## src/design/tbr_pkg.sv

```systemverilog
// ----------------------------------------------------------------------------
// tbr_pkg
// Shared types and constants for the stream byte reassembler.
// ----------------------------------------------------------------------------
package tbr_pkg;

	localparam int TBR_CAPACITY = 1024;
	localparam int IDX_W        = 32;
	localparam int BYTE_W       = 8;
	localparam int CNT_W        = 11;

	// Request function codes
	localparam logic FUNC_PUSH = 1'b0;
	localparam logic FUNC_READ = 1'b1;

	typedef struct packed {
		logic              func;
		logic [IDX_W-1:0]  stream_index;
		logic [BYTE_W-1:0] byte_value;
		logic              has_byte;
		logic              end_of_stream;
	} req_t;

	typedef struct packed {
		logic [BYTE_W-1:0] read_byte;
		logic              read_valid;
		logic [CNT_W-1:0]  held_count;
		logic [CNT_W-1:0]  fifo_count;
		logic              stream_ended;
	} rsp_t;

endpackage

```

## src/design/tbr_ctrl.sv

```systemverilog
// ----------------------------------------------------------------------------
// tbr_ctrl
// Sequencer: window ring read-modify-write, drain walk and FIFO bookkeeping.
// ----------------------------------------------------------------------------
module tbr_ctrl
	import tbr_pkg::*;
#(
	parameter int CAPACITY = TBR_CAPACITY,
	localparam int AW = $clog2(CAPACITY),
	localparam int CW = $clog2(CAPACITY + 1)
) (
	input  logic              clk,
	input  logic              arst_n,
	input  logic              item_valid,
	output logic              item_ready,
	input  req_t              item,
	output logic              res_valid,
	input  logic              res_take,
	output rsp_t              res,
	output logic              ring_we,
	output logic [AW-1:0]     ring_waddr,
	output logic [BYTE_W:0]   ring_wdata,
	output logic [AW-1:0]     ring_raddr,
	input  logic [BYTE_W:0]   ring_rdata,
	output logic              fifo_we,
	output logic [AW-1:0]     fifo_waddr,
	output logic [BYTE_W-1:0] fifo_wdata,
	output logic [AW-1:0]     fifo_raddr,
	input  logic [BYTE_W-1:0] fifo_rdata
);

	localparam logic [3:0] ST_CLR  = 4'd0;
	localparam logic [3:0] ST_IDLE = 4'd1;
	localparam logic [3:0] ST_RD1  = 4'd2;
	localparam logic [3:0] ST_RD2  = 4'd3;
	localparam logic [3:0] ST_P1   = 4'd4;
	localparam logic [3:0] ST_P2   = 4'd5;
	localparam logic [3:0] ST_D1   = 4'd6;
	localparam logic [3:0] ST_D2   = 4'd7;
	localparam logic [3:0] ST_P3   = 4'd8;
	localparam logic [3:0] ST_P4   = 4'd9;
	localparam logic [3:0] ST_CHK  = 4'd10;
	localparam logic [3:0] ST_FIN  = 4'd11;

	localparam logic [AW-1:0] LAST_SLOT = AW'(CAPACITY - 1);
	localparam logic [AW:0]   CAP_EXT   = (AW + 1)'(CAPACITY);
	localparam logic [CW-1:0] CAP_CNT   = CW'(CAPACITY);

	logic [3:0]        st_q;
	req_t              item_q;
	logic [IDX_W-1:0]  ne_q;
	logic [AW-1:0]     wh_q;
	logic [CW-1:0]     held_q;
	logic [AW-1:0]     fh_q;
	logic [CW-1:0]     fill_q;
	logic              end_known_q;
	logic [IDX_W-1:0]  end_idx_q;
	logic              ended_q;
	logic              second_q;
	logic [AW-1:0]     clr_q;
	logic [BYTE_W-1:0] rbyte_q;
	logic              rvalid_q;

	logic [IDX_W-1:0] off;
	logic             in_win;
	logic [AW:0]      slot_sum;
	logic [AW-1:0]    slot;
	logic [AW-1:0]    wh_inc;
	logic [AW-1:0]    fh_inc;
	logic [AW:0]      tail_sum;
	logic [AW-1:0]    tail;
	logic             fifo_full;

	// Window offset and ring slot of the current byte
	assign off      = item_q.stream_index - ne_q;
	assign in_win   = off < IDX_W'(CAPACITY);
	assign slot_sum = {1'b0, wh_q} + {1'b0, off[AW-1:0]};
	assign slot     = (slot_sum >= CAP_EXT) ? AW'(slot_sum - CAP_EXT) : slot_sum[AW-1:0];
	assign wh_inc   = (wh_q == LAST_SLOT) ? '0 : wh_q + 1'b1;
	assign fh_inc   = (fh_q == LAST_SLOT) ? '0 : fh_q + 1'b1;
	assign tail_sum = {1'b0, fh_q} + (AW + 1)'(fill_q);
	assign tail     = (tail_sum >= CAP_EXT) ? AW'(tail_sum - CAP_EXT) : tail_sum[AW-1:0];
	assign fifo_full = (fill_q == CAP_CNT);

	assign item_ready = (st_q == ST_IDLE);
	assign res_valid  = (st_q == ST_FIN);
	assign fifo_raddr = fh_q;
	assign ring_raddr = (st_q == ST_D1) ? wh_q : slot;

	always_comb begin
		res.read_byte    = rbyte_q;
		res.read_valid   = rvalid_q;
		res.held_count   = CNT_W'(held_q);
		res.fifo_count   = CNT_W'(fill_q);
		res.stream_ended = ended_q;
	end

	// Memory write strobes per state
	always_comb begin
		ring_we    = 1'b0;
		ring_waddr = slot;
		ring_wdata = {1'b1, item_q.byte_value};
		fifo_we    = 1'b0;
		fifo_waddr = tail;
		fifo_wdata = item_q.byte_value;
		case (st_q)
			ST_CLR: begin
				ring_we    = 1'b1;
				ring_waddr = clr_q;
				ring_wdata = '0;
			end
			ST_P2: begin
				ring_we = ring_rdata[BYTE_W] && in_win;
			end
			ST_D2: begin
				ring_we    = ring_rdata[BYTE_W];
				ring_waddr = wh_q;
				ring_wdata = '0;
				fifo_we    = ring_rdata[BYTE_W];
				fifo_wdata = ring_rdata[BYTE_W-1:0];
			end
			ST_P3: begin
				fifo_we = (off == '0) && !fifo_full;
			end
			ST_P4: begin
				ring_we = 1'b1;
			end
			default: begin
			end
		endcase
	end

	// Sequencer
	always_ff @(posedge clk or negedge arst_n) begin
		if (!arst_n) begin
			st_q        <= ST_CLR;
			ne_q        <= '0;
			wh_q        <= '0;
			held_q      <= '0;
			fh_q        <= '0;
			fill_q      <= '0;
			end_known_q <= 1'b0;
			end_idx_q   <= '0;
			ended_q     <= 1'b0;
			second_q    <= 1'b0;
			clr_q       <= '0;
			rvalid_q    <= 1'b0;
		end else begin
			case (st_q)
				// Sweep the ring clear after reset
				ST_CLR: begin
					clr_q <= clr_q + 1'b1;
					if (clr_q == LAST_SLOT) begin
						st_q <= ST_IDLE;
					end
				end
				// Take a transaction, latch end mark
				ST_IDLE: begin
					if (item_valid) begin
						rvalid_q <= 1'b0;
						second_q <= 1'b0;
						if (item.func == FUNC_READ) begin
							st_q <= ST_RD1;
						end else begin
							if (item.end_of_stream) begin
								end_idx_q   <= item.stream_index + IDX_W'(item.has_byte);
								end_known_q <= 1'b1;
							end
							st_q <= item.has_byte ? ST_P1 : ST_CHK;
						end
					end
				end
				ST_RD1: begin
					st_q <= (fill_q == '0) ? ST_FIN : ST_RD2;
				end
				// Pop the head byte
				ST_RD2: begin
					rvalid_q <= 1'b1;
					fh_q     <= fh_inc;
					fill_q   <= fill_q - 1'b1;
					st_q     <= ST_FIN;
				end
				ST_P1: begin
					st_q <= in_win ? ST_P2 : ST_D1;
				end
				ST_P2: begin
					st_q <= ST_D1;
				end
				// Drain walk: check the head slot
				ST_D1: begin
					if (fifo_full) begin
						st_q     <= second_q ? ST_CHK : ST_P3;
						second_q <= 1'b1;
					end else begin
						st_q <= ST_D2;
					end
				end
				// Move a held byte into the FIFO and advance
				ST_D2: begin
					if (ring_rdata[BYTE_W]) begin
						fill_q <= fill_q + 1'b1;
						held_q <= held_q - 1'b1;
						ne_q   <= ne_q + 1'b1;
						wh_q   <= wh_inc;
						st_q   <= ST_D1;
					end else begin
						st_q     <= second_q ? ST_CHK : ST_P3;
						second_q <= 1'b1;
					end
				end
				// Place the byte: direct to FIFO, hold, or drop
				ST_P3: begin
					if (off == '0 && !fifo_full) begin
						fill_q <= fill_q + 1'b1;
						ne_q   <= ne_q + 1'b1;
						wh_q   <= wh_inc;
						st_q   <= ST_D1;
					end else if (in_win) begin
						st_q <= ST_P4;
					end else begin
						st_q <= ST_D1;
					end
				end
				ST_P4: begin
					if (!ring_rdata[BYTE_W]) begin
						held_q <= held_q + 1'b1;
					end
					st_q <= ST_D1;
				end
				ST_CHK: begin
					if (end_known_q && ne_q == end_idx_q) begin
						ended_q <= 1'b1;
					end
					st_q <= ST_FIN;
				end
				ST_FIN: begin
					if (res_take) begin
						st_q <= ST_IDLE;
					end
				end
				default: begin
					st_q <= ST_IDLE;
				end
			endcase
		end
	end

	// Payload registers
	always_ff @(posedge clk) begin
		if (st_q == ST_IDLE && item_valid) begin
			item_q  <= item;
			rbyte_q <= '0;
		end else if (st_q == ST_RD2) begin
			rbyte_q <= fifo_rdata;
		end
	end

endmodule

```

## config.mk

```make
export PLATFORM = sky130hd
export DESIGN_NAME = tbr_ctrl
export DESIGN_NICKNAME = d
export VERILOG_FILES = /design/src/design/tbr_pkg.sv /design/src/design/tbr_ctrl.sv
export SDC_FILE = /design/constraint.sdc
export NUM_CORES = 1
export LEC_CHECK = 0
export BUFFER_PORTS_ARGS = -buffer_cell sky130_fd_sc_hd__buf_2
export CAP_MARGIN = 10
export CORE_ASPECT_RATIO = 1.1
export CORE_MARGIN = 1
export CORE_UTILIZATION = 64
export CTS_CLUSTER_DIAMETER = 40
export DETAILED_ROUTE_END_ITERATION = 10
export PLACE_DENSITY_LB_ADDON = 0.15
export RECOVER_POWER = 50
export SYNTH_ARGS = -nofsm -noshare
export SYNTH_HDL_FRONTEND = slang
export SYNTH_SLANG_ARGS = --single-unit
export TNS_END_PERCENT = 10
```

## constraint.sdc

```tcl
create_clock -name clk -period 6.9 [get_ports clk]
set_clock_uncertainty 0.15 [all_clocks]
set_input_delay 0.345 -clock clk [delete_from_list [all_inputs] [get_ports clk]]
set_output_delay 0.345 -clock clk [all_outputs]
set_load 0.02 [all_outputs]
```

==> results of run 1 <==
## worst min path at each step
stage                       to  slack, ps  startpoint  cells after the start
floorplan             clr_q[0]       -100      arst_n                      0
CTS                 item_q[24]        0.9    item[24]                      1
detailed placement  rbyte_q[0]        300  rbyte_q[0]                      2
finish                 st_q[1]         70    res_take                      3
global route        item_q[24]         80    item[24]                      1
global placement    rbyte_q[6]        290  rbyte_q[6]                      2
## layout make-up
| type | count | area (um2) |
|---|---|---|
| well taps | 238 | 297.8 |
| flip-flops and latches | 172 | 4464 |
| fillers | 1325 | 4423 |
| repair buffers | 188 | 969.7 |
| clock inverters | 11 | 118.9 |
| clock buffers | 21 | 491.7 |
| inverters | 74 | 277.8 |
| multi-input cells | 1025 | 6824 |
## critical path, cell delays in order, from the launching register on
cell and delay (ps):
dfrtp_1 450, ha_1 190, inv_1 50, fa_1 430
a211oi_1 340, o211ai_1 220, a311oi_1 430, a211oi_1 170
o31a_1 290, o221a_1 270, nor4b_2 160, nand4b_1 330
o21a_2 230, buf_4 540, inv_2 40, buf_2 170
## stage by stage
stage | instance area (um2) | hold slack, ps | setup slack, ps
6_report | 13440 | 68.05 | 1626
5_1_grt | 13440 | 83.48 | 1232
4_1_cts | 13560 | 0.8635 | 1614
3_5_place_dp | 12710 | 299.2 | 2027
3_3_place_gp | 12710 | 289.1 | 2181
2_1_floorplan | 11800 | -100.6 | 2847
## logic make-up (layout without fill, tap and decap cells)
family / count (synthesis) / after routing / share of synthesized area [%]
xor gates and xnor gates: 163 / 163 / 12.10
AOI/OAI and AO/OA: 319 / 319 / 16.62
muxes: 17 / 17 / 1.590
DFF: 172 / 172 / 37.83
and+or+nand+nor: 448 / 448 / 18.92
buffers and inverters: 121 / 294 / 4.358
adders and majority gates: 78 / 78 / 8.589
## cells in the mapped netlist (all sizes together) (20+ instances only)
master	instances	area share [%]
nand4	25	1.3
clkbuf	32	1.0
nand3	38	1.6
a21oi	90	3.9
a21o	20	1.3
xor2	69	5.1
inv	74	2.4
ha	73	7.7
nand2	170	5.4
nor3	25	1.1
dfrtp	124	26
and3	21	1.1
o21ai	103	4.4
nor2	84	2.7
xnor2	94	7.0
edfxtp	40	10
nor4	29	2.4
## what timing repair did
action,CTS,global route
hold buffers,24,0
endpoints found under the setup margin,0,0
endpoints found under the hold margin,81,0
## flip-flops by register name (all words and copies together) (netlist names), 4 cells and up
register,count
item_q,40
fill_q,11
clr_q,10
fifo_raddr,10
held_q,11
ne_q,32
st_q,4
rbyte_q,8
end_idx_q,32
wh_q,10
## report_power, final
| group | internal, mW | total (mW) | switching [mW] |
|---|---|---|---|
| logic | 1.16 | 3.07 | 1.91 |
| clock network | 0.559 | 0.995 | 0.436 |
| registers | 1.34 | 1.65 | 0.312 |
| total | 3.06 | 5.72 | 2.66 |
## metal layers
metal,global-route usage [%],up-vias,wire [um]
met3,6.204,66,2254
met5,0,-,0
met1,46.27,5065,13840
met2,54.19,453,14610
met4,12.79,0,754
li1,-,4977,-
==> flow_summary.json, run 1 <==
{
  "status": "finished with violations",
  "violations": "capacitance limit, slew limit",
  "die_x_um": 131.5,
  "drtPass1Iterations": 7,
  "grt_max_degree": 67,
  "grt_pass1_vias": 10045,
  "portBuffers": 156,
  "post_route_cells_drive_above_1_share_pct": 9.926,
  "leakagePower_nw": 5.607,
  "period_share_pct": 76.44,
  "rsz0062_at_grt": "false",
  "end_kind": "output port",
  "tns_ps": 0,
  "ant_nets": 0,
  "dieHeight_um": 144.4,
  "p_total_mw": 5.716,
  "cap_viol_max_count": 3,
  "gp_routability_congestion": 0.9715,
  "grt_overflow": 0,
  "clock_latency_ps": 440,
  "grtUsageTotal_pct": 33.96,
  "placed_cells": 1673,
  "drtIter0Drc": 902,
  "cts_tree": "yes",
  "layout_common_cells": "nand2_1 (169), dfrtp_1 (124), xnor2_1 (94)",
  "layout.cells.non_filler": 1729,
  "seq_area_frac_synth_pct": 37.83,
  "cp-startpoint": "ne_q[0]",
  "cp_data_arrival_time_ps": 4780,
  "grt_pass1_wl_um": 51070,
  "ys.flop_type": "dfrtp_1",
  "finish.utilization_pct": 75.25,
  "rrSetupSlack_ps": 1970,
  "htree_levels": 4,
  "netlist_area_um2": 11800,
  "antenna_found_initial": 1,
  "hpwl_um": 22970,
  "worst_slew_pin_slew_ps": 3338,
  "reg2regPathDepth": 15,
  "rr_endpoint": "ne_q[23]",
  "core_area_um2": 17870,
  "layout_min_cycle_time_ps": 5274,
  "min_path_type": "input pin to flop",
  "slew_headroom_pct": -122.6,
  "max_freq_mhz": 189.6,
  "finalNetCount": 1620,
  "postSynthCellCount": 1318,
  "powerDensity_nw_per_um2": 425.2,
  "numCtsBuffers": 17,
  "viasPerCell": 6.108,
  "startpoint_type": "flop",
  "ys_ff_latch": 172,
  "endpoint": "fifo_we",
  "path_class": "flop to output port",
  "totalWireLength_um": 31460,
  "cts_root_buf": "clkbuf_16",
  "placement_rows": 51,
  "avgSynthCellArea_um2": 8.953,
  "drv_slew": 191,
  "synth_edf_count": 40,
  "routedWlPerCell_um": 18.19,
  "start_util_pct": 66.04,
  "ir_worst_vdd_mv": 0.3890,
  "diodes": 0,
  "postCtsSetupBuffers": 0,
  "cts.sinks": 172,
  "area.growth.synth_to_final_pct": 13.93,
  "postCtsResizedCells": 0,
  "setup_viol": 0,
  "clockBufferDepth": 2,
  "layout_commonest_cell": "nand2_1",
  "ys_warn_count": 0,
  "synth_nets": 1460,
  "die-area_um2": 18990,
  "worst-endpoint-required_ps": 6400,
  "hold_viol_final": 0,
  "clk_pin_slew_ps": 70,
  "ios": 157,
  "via_count": 10561,
  "crit_fanout": 50,
  "drc": 0,
  "reg2reg_from": "ne_q[0]",
  "synth_cell_types": 69,
  "async_flop_share_pct": 72.09
}
No activity file was read; power rests on OpenSTA's default activity.
==> run 2: changes to the inputs <==
--- a/config.mk
+++ b/config.mk
@@ -9,7 +9,7 @@
 export CAP_MARGIN = 10
 export CORE_ASPECT_RATIO = 1.1
 export CORE_MARGIN = 1
-export CORE_UTILIZATION = 64
+export CORE_UTILIZATION = 53
 export CTS_CLUSTER_DIAMETER = 40
 export DETAILED_ROUTE_END_ITERATION = 10
 export PLACE_DENSITY_LB_ADDON = 0.15
==> constraint.sdc (replaced) <==
create_clock -name clk -period 4.8 [get_ports clk]
set_clock_uncertainty 0.15 [all_clocks]
set_input_delay 0.24 -clock clk [delete_from_list [all_inputs] [get_ports clk]]
set_output_delay 0.24 -clock clk [all_outputs]
set_load 0.02 [all_outputs]
==> flow_summary.json, run 2 (synthesized netlist as in run 1, its figures left out) <==
{
  "gp_routability_congestion": 0.9153,
  "grt_max_degree": 51,
  "drtIter0Drc": 884,
  "powerDensity_nw_per_um2": 586.9,
  "area.growth.synth_to_final_pct": 19.66,
  "cts_tree": "yes",
  "hold_viol_final": 0,
  "drtPass1Iterations": 5,
  "start_util_pct": 54.68,
  "placement_rows": 56,
  "period_share_pct": 97.81,
  "slowest_delay_ps": 430,
  "hold_path_depth": 3,
  "crit_fanout": 3,
  "cap_viol_max_count": 1,
  "rr_endpoint": "fill_q[7]",
  "dp_slack_ps": 183.1,
  "ant_nets": 0,
  "crit_cells": 17,
  "via_count": 10461,
  "cts_root_buf": "clkbuf_16",
  "ios": 157,
  "routedWlPerCell_um": 17.74,
  "core_area_um2": 21580,
  "path_delay_family": "compound AO/OA/AOI/OAI gates",
  "layout_commonest_cell": "nand2_1",
  "switching_power_mw": 3.860,
  "post_route_cells_drive_above_1_share_pct": 13.29,
  "die-area_um2": 22870,
  "leakagePower_nw": 5.847,
  "reg2regPathDepth": 17,
  "worst_slew_pin_slew_ps": 2605,
  "crit_top_cell": "buf_6",
  "min-delay-start": "item[1]",
  "hpwl_um": 23590,
  "antenna_found_initial": 0,
  "end_kind": "output port",
  "worstPathCellList": "inv_1 > ha_2 > inv_2 > fa_2 > a211oi_2 > o211ai_1 > a311oi_2 > a211oi_1 > a31oi_1 > o2111ai_1 > nor4b_4 > nand4b_1 > buf_6 > buf_6 > a21oi_2 > a221o_1 > buf_6",
  "combPwrFrac_pct": 54.7,
  "largestRegisters": "item_q: 40 flops, end_idx_q: 32 flops, ne_q: 32 flops",
  "worst-endpoint-required_ps": 4410,
  "rsz0062_at_grt": "true",
  "grt_pass1_wl_um": 50510,
  "htree_levels": 4,
  "clock_latency_ps": 440,
  "finalNetCount": 1664,
  "slew_headroom_pct": -73.66,
  "clk_pin_slew_ps": 70,
  "slowest_stage": "fa_2",
  "numCtsBuffers": 17,
  "grtUsageTotal_pct": 28.67,
  "rrSetupSlack_ps": 250,
  "regMostFlops": "item_q",
  "reg2reg_from": "item_q[10]",
  "startpoint_type": "flop",
  "layout_min_cycle_time_ps": 4695,
  "drc": 0,
  "grt_pass1_vias": 9858,
  "largest_reg_flops": 40,
  "cts.sinks": 172,
  "layout_common_cells": "nand2_1 (169), dfrtp_1 (122), xnor2_1 (94)",
  "die_x_um": 144.3,
  "crit_buf_inv": 5,
  "switching_share_pct": 46.58,
  "viasPerCell": 5.729,
  "grt_overflow": 0,
  "seqPwrFrac_pct": 28.3,
  "setup_viol": 0,
  "drv_slew": 46,
  "clockBufferDepth": 2,
  "p_clk_share_pct": 17.0,
  "cp_data_arrival_time_ps": 4300,
  "violations": "capacitance limit, slew limit",
  "whs_endpoint": "end_idx_q[0]",
  "hold_slack_ps": 55.64,
  "ir_worst_vdd_mv": 0.5149,
  "dieHeight_um": 158.5,
  "portBuffers": 156,
  "totalWireLength_um": 32390,
  "status": "finished with violations",
  "cellInternalPower_mw": 4.427,
  "min_path_type": "input pin to flop",
  "setup_slack_ps": 105.3,
  "max_freq_mhz": 213.0,
  "fill_cells": 1876,
  "path_class": "flop to output port"
}
[run 2: cell types whose count changed in the layout (fill, tap and decap cells not counted), moves of 5 or more]
cell	change
a21oi_1	-5
a21oi_4	+5
buf_4	+14
dlygate4sd3_1	+26
ha_1	-10
ha_2	+10
inv_1	-6
inv_2	+6
[run 2: area by class of cell]
cell class,instances,area [um2],area share [%]
diodes,1,2.502,0.01772
clock buffers,20,479.2,3.394
clock inverters,12,120.1,0.8507
inverters,74,277.8,1.967
multi-input cells,1025,6970,49.37
flip-flops and latches,172,4467,31.63
well taps,290,362.8,2.570
repair buffers,232,1440,10.20
[run 2: metal layers]
layer | routed length, um | global-route usage [%] | vias up
met3 | 1960 | 5.143 | 50
met5 | 0 | 0 | -
met2 | 15070 | 45.32 | 331
met1 | 14710 | 40.02 | 4990
met4 | 649 | 8.622 | 0
li1 | - | - | 5090
[run 2: what timing repair did]
item	CTS	global route
resized for setup	10	38
gates cloned	0	2
endpoints found under the setup margin	1	3
hold endpoints to repair	95	0
hold buffers	50	0
pin swaps	1	13
buffers inserted	0	8
[run 2: stage by stage]
| stage | cell area (um2) | setup TNS (ps) | power, mW | cells | util [%] |
|---|---|---|---|---|---|
| after CTS | 13980 | 0 | 8.247 | 1815 | 64.78 |
| after global routing | 14120 | -124.0 | 8.872 | 1825 | 65.42 |
| after global placement | 12850 | 0 | 6.723 | 1733 | 59.55 |
| after floorplan | 11800 | 0 | 5.503 | 1318 | - |
| after detailed placement | 12850 | 0 | 6.782 | 1733 | 59.55 |
| final | 14120 | 0 | 8.287 | 1826 | 65.43 |
[run 2: tightest hold or removal path, delay by kind of cell]
kind | cells | cell delay (ps)
mux | 1 | 140
buf+inv | 1 | 100
fa+ha+maj | 1 | 130
[run 2: worst max-delay path by stage]
stage	end	from	slack, ps
floorplan	ne_q[24]	ne_q[0]	850
global placement	ne_q[23]	ne_q[0]	330
detailed placement	ne_q[18]	ne_q[0]	180
CTS	fifo_we	ne_q[15]	1
global route	ring_we	item_q[10]	-70
finish	ring_we	item_q[10]	110
[run 2: power by group through the flow]
stage	Clock (mW)	Sequential (mW)	Combinational [mW]
2_1_floorplan	0	2.40	3.11
3_3_place_gp	0	2.36	4.37
3_5_place_dp	0	2.36	4.42
4_1_cts	1.42	2.34	4.48
5_1_grt	1.47	2.41	4.99
6_report	1.41	2.35	4.53
